`config.mk`:
```
export PLATFORM = sky130hd
export DESIGN_NAME = nearest_palette_color_unit
export DESIGN_NICKNAME = d
export VERILOG_FILES = /design/src/rtl/core/npc_pkg.sv /design/src/rtl/core/nearest_palette_color_unit.sv
export SDC_FILE = /design/constraint.sdc
export NUM_CORES = 2
export LEC_CHECK = 0
export CAP_MARGIN = 20
export CELL_PAD_IN_SITES_DETAIL_PLACEMENT = 1
export CELL_PAD_IN_SITES_GLOBAL_PLACEMENT = 2
export CORE_AREA = 2 2 326 247
export DETAILED_ROUTE_END_ITERATION = 10
export DIE_AREA = 0 0 328 249
export DONT_BUFFER_PORTS = 1
export MAX_ROUTING_LAYER = met4
export PLACE_DENSITY_LB_ADDON = 0.3
export SYNTH_ARGS = -nofsm -noshare
export SYNTH_HDL_FRONTEND = slang
export SYNTH_SLANG_ARGS = --single-unit
```
`constraint.sdc`:
```
create_clock -name clk_i -period 22.5 [get_ports clk_i]
set_input_delay 4.5 -clock clk_i [delete_from_list [all_inputs] [get_ports clk_i]]
set_output_delay 4.5 -clock clk_i [all_outputs]
set_load 0.01 [all_outputs]
```
`src/rtl/core/npc_pkg.sv`:
```
package npc_pkg;

  localparam int unsigned TableLen = 22;
  localparam int unsigned MaskW    = 22;
  localparam int unsigned IdxW     = 5;
  localparam int unsigned ChanW    = 8;
  localparam int unsigned DistW    = 10;  // 3 * 255 = 765 fits

  // Palette, entry i = {R, G, B}
  localparam logic [ChanW-1:0] PalR [TableLen] = '{
    8'd0,   8'd255, 8'd255, 8'd0,   8'd0,   8'd187, 8'd102, 8'd0,
    8'd0,   8'd191, 8'd0,   8'd146, 8'd34,  8'd64,  8'd128, 8'd128,
    8'd186, 8'd135, 8'd143, 8'd144, 8'd165, 8'd255
  };
  localparam logic [ChanW-1:0] PalG [TableLen] = '{
    8'd0,   8'd255, 8'd0,   8'd255, 8'd0,   8'd0,   8'd102, 8'd0,
    8'd128, 8'd255, 8'd255, 8'd211, 8'd139, 8'd224, 8'd0,   8'd0,
    8'd184, 8'd206, 8'd21,  8'd238, 8'd42,  8'd255
  };
  localparam logic [ChanW-1:0] PalB [TableLen] = '{
    8'd0,   8'd255, 8'd0,   8'd0,   8'd255, 8'd0,   8'd102, 8'd128,
    8'd128, 8'd0,   8'd255, 8'd202, 8'd34,  8'd208, 8'd0,   8'd128,
    8'd108, 8'd235, 8'd0,   8'd144, 8'd42,  8'd0
  };

  typedef struct packed {
    logic            vld;
    logic [DistW-1:0] cost;
    logic [IdxW-1:0]  idx;
  } cand_t;

  localparam cand_t NoCand = '{vld: 1'b0, cost: '0, idx: '0};

  function automatic logic [ChanW-1:0] abs_diff(input logic [ChanW-1:0] a,
                                                input logic [ChanW-1:0] b);
    return (a > b) ? (a - b) : (b - a);
  endfunction

  // a must carry the lower index: it wins ties
  function automatic cand_t pick(input cand_t a, input cand_t b);
    if (a.vld && (!b.vld || (a.cost <= b.cost))) begin
      return a;
    end
    return b;
  endfunction

  function automatic cand_t pick4(input cand_t a, input cand_t b,
                                  input cand_t c, input cand_t d);
    return pick(pick(a, b), pick(c, d));
  endfunction

endpackage

```
`src/rtl/core/nearest_palette_color_unit.sv`:
```
// Channel   Handshake                         Payload
// ------    --------------------------------  ------------------------------
// pixel     pixel_valid_i / pixel_ready_o     pixel_word_i [31:0] (ffBBGGRR)
// result    result_valid_o / result_ready_i   color_index_o [4:0], none_enabled_o
// config    cfg_we_i (no wait)                cfg_wdata_i [21:0] -> enable mask
//
// Four register stages: distances, two 4:1 minimum levels, then the last
// 4:1 level into the output register. One item per cycle sustained while
// the result side is ready.
// Reset clears the stage valid bits and sets the enable mask to all ones.
// A stage holds while the one after it is full and stalled; ready is driven
// back stage by stage, so a stall loses and repeats nothing.
module nearest_palette_color_unit #(
  parameter int unsigned PALETTE_SIZE = 22
) (
  input  logic                      clk_i,
  input  logic                      rst_ni,
  input  logic                      cfg_we_i,
  input  logic [npc_pkg::MaskW-1:0] cfg_wdata_i,
  input  logic                      pixel_valid_i,
  output logic                      pixel_ready_o,
  input  logic [31:0]               pixel_word_i,
  output logic                      result_valid_o,
  input  logic                      result_ready_i,
  output logic [npc_pkg::IdxW-1:0]  color_index_o,
  output logic                      none_enabled_o
);
  import npc_pkg::*;

  // candidates: below both the palette size and the table length
  localparam int unsigned NumLanes = (PALETTE_SIZE < TableLen) ? PALETTE_SIZE : TableLen;
  localparam int unsigned N1 = (NumLanes + 3) / 4;
  localparam int unsigned N2 = (N1 + 3) / 4;

  logic [MaskW-1:0] enable_mask_q;

  always_ff @(posedge clk_i or negedge rst_ni) begin
    if (!rst_ni) begin
      enable_mask_q <= '1;
    end else if (cfg_we_i) begin
      enable_mask_q <= cfg_wdata_i;
    end
  end

  // stage valids and advance chain
  logic v1_q, v2_q, v3_q, vo_q;
  logic adv1, adv2, adv3, advo;

  assign advo = !vo_q || result_ready_i;
  assign adv3 = !v3_q || advo;
  assign adv2 = !v2_q || adv3;
  assign adv1 = !v1_q || adv2;
  assign pixel_ready_o = adv1;

  always_ff @(posedge clk_i or negedge rst_ni) begin
    if (!rst_ni) begin
      v1_q <= 1'b0;
      v2_q <= 1'b0;
      v3_q <= 1'b0;
      vo_q <= 1'b0;
    end else begin
      if (adv1) v1_q <= pixel_valid_i;
      if (adv2) v2_q <= v1_q;
      if (adv3) v3_q <= v2_q;
      if (advo) vo_q <= v3_q;
    end
  end

  // Stage 1: one Manhattan distance per palette lane
  cand_t s1_d [NumLanes];
  cand_t s1_q [NumLanes];

  always_comb begin : p_dist
    logic [ChanW-1:0] red, green, blue;
    red   = pixel_word_i[7:0];
    green = pixel_word_i[15:8];
    blue  = pixel_word_i[23:16];
    for (int i = 0; i < NumLanes; i++) begin
      s1_d[i].vld  = enable_mask_q[i];
      s1_d[i].idx  = IdxW'(i);
      s1_d[i].cost = DistW'(abs_diff(red, PalR[i]))
                   + DistW'(abs_diff(green, PalG[i]))
                   + DistW'(abs_diff(blue, PalB[i]));
    end
  end

  always_ff @(posedge clk_i) begin
    if (adv1) s1_q <= s1_d;
  end

  // Stage 2: groups of four, kept in index order so ties go low
  cand_t s2_d [N1];
  cand_t s2_q [N1];

  always_comb begin : p_red1
    cand_t q [4];
    for (int g = 0; g < N1; g++) begin
      for (int j = 0; j < 4; j++) begin
        q[j] = NoCand;
        if (g * 4 + j < NumLanes) begin
          q[j] = s1_q[g * 4 + j];
        end
      end
      s2_d[g] = pick4(q[0], q[1], q[2], q[3]);
    end
  end

  always_ff @(posedge clk_i) begin
    if (adv2) s2_q <= s2_d;
  end

  // Stage 3
  cand_t s3_d [N2];
  cand_t s3_q [N2];

  always_comb begin : p_red2
    cand_t q [4];
    for (int g = 0; g < N2; g++) begin
      for (int j = 0; j < 4; j++) begin
        q[j] = NoCand;
        if (g * 4 + j < N1) begin
          q[j] = s2_q[g * 4 + j];
        end
      end
      s3_d[g] = pick4(q[0], q[1], q[2], q[3]);
    end
  end

  always_ff @(posedge clk_i) begin
    if (adv3) s3_q <= s3_d;
  end

  // Output stage: last level; nothing enabled gives index 0 and the flag
  cand_t fin;
  logic [IdxW-1:0] color_index_q;
  logic            none_enabled_q;

  always_comb begin : p_red3
    cand_t q [4];
    for (int j = 0; j < 4; j++) begin
      q[j] = NoCand;
      if (j < N2) begin
        q[j] = s3_q[j];
      end
    end
    fin = pick4(q[0], q[1], q[2], q[3]);
  end

  always_ff @(posedge clk_i) begin
    if (advo) begin
      color_index_q  <= fin.vld ? fin.idx : '0;
      none_enabled_q <= !fin.vld;
    end
  end

  assign result_valid_o = vo_q;
  assign color_index_o  = color_index_q;
  assign none_enabled_o = none_enabled_q;

  // Checks
  a_none_idx_zero: assert property (@(posedge clk_i) disable iff (!rst_ni)
    result_valid_o && none_enabled_o |-> color_index_o == '0)
    else $error("none_enabled with nonzero index");

  a_idx_range: assert property (@(posedge clk_i) disable iff (!rst_ni)
    result_valid_o |-> 32'(color_index_o) < NumLanes)
    else $error("color index beyond palette");

  a_idx_enabled: assert property (@(posedge clk_i) disable iff (!rst_ni)
    result_valid_o && !none_enabled_o |-> enable_mask_q[color_index_o])
    else $error("chosen color is masked off");

  a_empty_ready: assert property (@(posedge clk_i) disable iff (!rst_ni)
    !v1_q && !v2_q && !v3_q && !vo_q |-> pixel_ready_o)
    else $error("empty pipeline refuses items");

endmodule

```
; Word level (Yosys, flattened, before mapping)
; Cells that the tools add are included.
[word_totals]
ff_bits = 402
ramBits = 0
word_cells = 423
in_bits = 59
romBits = 0
mem_count = 0
latch_bits = 0
[op_classes]
reduce_logical = 73
bitwise_logic = 0
n_lt_le_gt_ge = 58
n_eq_ne = 0
add_sub_neg = 110
mux = 107
n_mul = 0
div = 0
shift = 0
[ops]
columns = op, n
row1 = 16-bit 2-to-1 mux, 46
row2 = 8-bit 2-to-1 mux, 37
row3 = 10-bit <= comparator, 21
row4 = 8-bit > comparator (second input constant), 24
row5 = 8-bit subtractor (first input constant), 24
row6 = 8-bit subtractor (second input constant), 24
row7 = 9-bit by 8-bit adder with 10-bit output, 17
row8 = 8-bit by 8-bit adder with 9-bit output, 17
row9 = 10-bit by 8-bit adder with 10-bit output, 5
row10 = 8-bit by 7-bit > comparator with 1-bit output (second input constant), 5
row11 = 7-bit by 8-bit subtractor with 8-bit output (first input constant), 5
row12 = 8-bit by 7-bit subtractor with 8-bit output (second input constant), 5
row13 = 8-bit by 6-bit > comparator with 1-bit output (second input constant), 4
row14 = 6-bit by 8-bit subtractor with 8-bit output (first input constant), 4
row15 = 8-bit by 6-bit subtractor with 8-bit output (second input constant), 4
row16 = 1-bit logical NOT, 26
row17 = 1-bit logical OR, 25
row18 = 8-bit by 1-bit > comparator with 1-bit output (second input constant), 3
row19 = 1-bit 2-to-1 mux, 24
row20 = 1-bit by 8-bit subtractor with 8-bit output (first input constant), 3
row21 = 1-bit logical AND, 21
row22 = 8-bit by 5-bit > comparator with 1-bit output (second input constant), 1
row23 = 5-bit by 8-bit subtractor with 8-bit output (first input constant), 1
row24 = 8-bit by 5-bit subtractor with 8-bit output (second input constant), 1
row25 = 2-bit AND reduction, 1

; Logic depth before layout (Yosys ltp)
[logic_depth]
word_depth = 10
ltp_mapped = 22
depth_no_buf = 19

; Least setup slack after synthesis
; No wires, ideal clock.
[synth_path]
path_type = input port to output port
from = input port result_ready_i
to = output port pixel_ready_o
n_path_buf = 0
arrival_time_ns = 10.973
cell_stages = 2
path_slack_ns = 7.027
cell_sequence = nor2b_1 -> nand4_1
[synth_between]
elab_chain_cells = 4
[synth_rtl]
columns = item, line_no
row1 = "start, declared", nearest_palette_color_unit.sv:24  ; input logic result_ready_i,
row2 = 1-bit logical OR, nearest_palette_color_unit.sv:49  ; assign advo = !vo_q || result_ready_i;
row3 = 1-bit logical OR, nearest_palette_color_unit.sv:50  ; assign adv3 = !v3_q || advo;
row4 = 1-bit logical OR, nearest_palette_color_unit.sv:51  ; assign adv2 = !v2_q || adv3;
row5 = 1-bit logical OR, nearest_palette_color_unit.sv:52  ; assign adv1 = !v1_q || adv2;
row6 = "end, declared", nearest_palette_color_unit.sv:21  ; output logic pixel_ready_o,
; Every way passes these cells.

; Final worst setup path
; Same ends and word-level chain as after synthesis.

==> Implementation_results.wiki <==
{| class="wikitable"
! Metric !! Value
|-
| Post-detailed-placement cell area || ~0.037 mm²
|-
| Number of DRC markers in iteration 0 || ~2400
|-
| Crit path time final || approximately 9800 ps
|-
| Post-synthesis sequential area ratio || 0.303
|-
| Post-synth EDFFs || 339
|-
| Count of pins on the block boundary || between 60 and 70
|-
| Starting density of the core || 0.458
|-
| Total congestion overflow || 0
|-
| Post-synthesis net count || approximately 4400
|-
| Clock buffer depth || 3
|-
| Global-route wire length before repair || between 150 and 200 mm
|-
| Number of standard cells after synthesis || between 3000 and 4000
|-
| Post CTS Setup Buffer Count || 0
|-
| Setup repair after global routing missed its margin || false
|-
| Worst endpoint data arrival time || approximately 5300 ps
|-
| Detailed-route DRC error count || 0
|-
| Power per cell area || approximately 130 mW/mm²
|-
| Post-Layout Inst Area || 0.0382 mm²
|-
| Nets || 4325
|-
| Root buffer selected by CTS || sky130_fd_sc_hd__clkbuf_16
|-
| Total count of max-transition violations in the final report || 0
|-
| Core region area || slightly below 0.08 mm²
|-
| Fin worst setup slack || ~13000 ps
|-
| Clock network power share || 0.132
|-
| All-layer global routing usage || 0.323
|-
| Drt via density || a little over 6
|-
| Synthesized-area fraction occupied by ao, oa, aoi and oai cells || 0.150
|-
| Clock transition at path regs || ~60 ps
|-
| Number of H-tree branching levels || 2
|-
| Setup violations, final || 0
|-
| Number of buffers created by CTS || 41
|-
| Element type at the critical path end || output port
|-
| Most common cell after layout, fill and taps aside || sky130_fd_sc_hd__ha_1
|-
| Buffers on Ports || 0
|-
| Status || finished clean
|-
| Worst slew margin relative to its limit || 0.229
|-
| Flops & latches, synth || between 300 and 400
|-
| Required time of the critical path || ~18000 ps
|-
| Area share of xor/xnor cells in the synthesized design || 0.0711
|-
| Die Ht || around 250 µm
|-
| Fill cell instance count of the final layout || 8781
|-
| Commonest cells after routing, fill and taps aside || sky130_fd_sc_hd__ha_1, sky130_fd_sc_hd__inv_1, sky130_fd_sc_hd__edfxtp_1
|-
| Critical Path Start Type || primary input
|-
| Via count of the first global-routing pass || 29710
|-
| Unique cell type count in the Yosys netlist || 98
|-
| Switching share of power || 0.456
|-
| Fraction of final layout cells sized beyond drive strength 1 || 0.0648
|-
| Post-synthesis cell area || roughly 0.036 mm²
|-
| Place WS || 12620 ps
|-
| Mean instance size in the synthesized netlist || roughly 9.6 µm²
|-
| Pre-Repair DR Iteration Count || 5
|-
| Sw Pwr || approximately 2.3 mW
|-
| Internal portion of total power || 2.78 mW
|-
| Hold Fails Final Rpt || 0
|-
| Mux cell area share after synthesis || 0.0678
|-
| Number of antenna-violating nets in the routed design || 0
|-
| Pin count of the biggest net entering global routing || approximately 80
|-
| Share of async-settable or async-resettable flops after synthesis || 0.0712
|-
| Slew at the pin closest to its max-slew limit || about 1200 ps
|-
| Combinational Power Share || 0.596
|-
| Width of the die || roughly 330 µm
|-
| Maximum fanout along the worst path || 5
|-
| Die area || between 0.08 and 0.09 mm²
|-
| Sequential share of power || 0.272
|-
| Wirelength, routed || between 100 and 150 mm
|-
| Maximum vdd ir drop || around 0.000083 V
|-
| Quantity of hold-fixing buffers added after cts || 0
|-
| Number of synthesis warnings || 0
|-
| Via count || 28819
|-
| Basic-gate share of the synthesized area counting and, or, nand and nor cells || 0.116
|-
| TritonCTS clock tree || built
|-
| Cts repair resizes || 0
|-
| Worst Path Class, Setup || in2out
|-
| Area added between synthesis and finish || 6.54%
|-
| Skew final || 22.5 ps
|-
| Clock Latency Late Sink || 610 ps
|-
| Final estimated routing congestion in global placement || 0.991
|-
| Fmax || a little over 0.1 GHz
|-
| Largest family of logic cells by synthesized area || adder cells
|-
| Post-route fraction of the period consumed by the critical path || 0.437
|-
| Row cnt || about 90
|-
| Number of antenna violations at the first check in global routing || 3
|-
| Lkg Pwr || 16.7 nW
|-
| Half-perimeter wire length after placement || between 100 and 150 mm
|-
| Most common flop cell mapped by yosys || sky130_fd_sc_hd__edfxtp_1
|-
| Hold Crit Class || reg2reg
|-
| Clock net sink count || about 370
|-
| Fraction of the mapped netlist area in adder cells || 0.227
|-
| Aggregate negative setup slack || 0 ps
|-
| Max capacitance violation total || 0
|-
| Routed length per instance || approximately 27 µm
|}
power groups by stage:
| stage | Combinational (mW) | Clock, mW | Sequential (mW) |
|---|---|---|---|
| detailed placement | 3.00 | 0 | 1.40 |
| finish | 3.04 | 0.676 | 1.39 |
| global route | 3.36 | 0.714 | 1.42 |
| global placement | 2.85 | 0 | 1.39 |
| floorplan | 2.12 | 0 | 1.31 |
| CTS | 3.03 | 0.691 | 1.39 |
cells by family after synthesis:
logic type	after synthesis
flip-flops	365
multiplexers	236
AND/OR/NAND/NOR	877
adder cells (fa/ha/maj)	576
AO/OA/AOI/OAI	817
buffers and inverters	592
XOR/XNOR	291
state kept, by name (all words and copies together), names as in the netlist:
name            flops
enable_mask_q      22
none_enabled_o      1
result_valid_o      1
p_red1.q           22
v3_q                1
s1_q              204
s2_q               52
p_red3.q           30
v1_q                1
p_red2.q           25
v2_q                1
color_index_o       5
synthesized netlist by cell type (41+ instances only):
library cell | number | share of area
sky130_fd_sc_hd__a21boi_0 | 50 | 0.010
sky130_fd_sc_hd__a21o_1 | 76 | 0.016
sky130_fd_sc_hd__a21oi_1 | 224 | 0.031
sky130_fd_sc_hd__buf_2 | 41 | 0.0057
sky130_fd_sc_hd__clkbuf_1 | 82 | 0.0086
sky130_fd_sc_hd__edfxtp_1 | 339 | 0.28
sky130_fd_sc_hd__fa_1 | 123 | 0.069
sky130_fd_sc_hd__ha_1 | 453 | 0.16
sky130_fd_sc_hd__inv_1 | 428 | 0.045
sky130_fd_sc_hd__mux2_2 | 53 | 0.017
sky130_fd_sc_hd__mux2i_1 | 182 | 0.051
sky130_fd_sc_hd__nand2_1 | 240 | 0.025
sky130_fd_sc_hd__nand3_1 | 45 | 0.0063
sky130_fd_sc_hd__nand4_1 | 41 | 0.0072
sky130_fd_sc_hd__nor2_1 | 245 | 0.026
sky130_fd_sc_hd__nor2b_1 | 77 | 0.013
sky130_fd_sc_hd__nor3_1 | 89 | 0.012
sky130_fd_sc_hd__o21ai_0 | 166 | 0.023
sky130_fd_sc_hd__o22ai_1 | 48 | 0.0084
sky130_fd_sc_hd__xnor2_1 | 272 | 0.066
critical path, stage by stage:
cell and delay [ps]:
sky130_fd_sc_hd__nor2b_1 360, sky130_fd_sc_hd__nand4_1 180, sky130_fd_sc_hd__buf_4 250
layout make-up:
class	count	area, µm²	share of cell area
antenna	2	5.00	0.000131
clock buffer	51	1110	0.0291
clock inverter	24	220	0.00576
inverter	440	1650	0.0432
multi-input combinational	2797	22700	0.594
sequential	365	10900	0.284
tap	1046	1310	0.0342
timing repair buffer	45	362	0.00946
routing by layer:
metal  vias up  global-route usage  part of all wire
met5         -                   -                 0
met4         0               0.105             0.035
met2       960               0.482              0.44
met1     14517               0.438              0.45
met3       204              0.0671             0.077
li1      13138                   -                 -
final timing paths:
path	from	end	slack (ps)	cells after the start
worst max-delay path	result_ready_i	pixel_ready_o	12670	3
worst min-delay path	v1_q$_DFFE_PN0P_	v2_q$_DFFE_PN0P_	500	1
worst max register to register	p_red1.q[53]$_DFFE_PP_	s2_q[42]$_DFFE_PP_	16130	14
worst min register to register	v1_q$_DFFE_PN0P_	v2_q$_DFFE_PN0P_	500	1
max in group asynchronous	rst_ni	enable_mask_q[5]$_DFFE_PN1P_	18720	0
min in group asynchronous	rst_ni	v3_q$_DFFE_PN0P_	3600	0
through the flow:
| stage | hold WS, ps | std cells | utilization | total power, mW |
|---|---|---|---|---|
| 3_5_place_dp | 485 | 4691 | 0.471 | 4.40 |
| 3_3_place_gp | 444 | 4688 | 0.470 | 4.24 |
| 6_report | 501 | 4770 | 0.488 | 5.11 |
| 4_1_cts | 502 | 4766 | 0.488 | 5.11 |
| 2_1_floorplan | 435 | 3754 | - | 3.43 |
| 5_1_grt | 528 | 4769 | 0.488 | 5.49 |
Power figures use the tool's default switching activity.
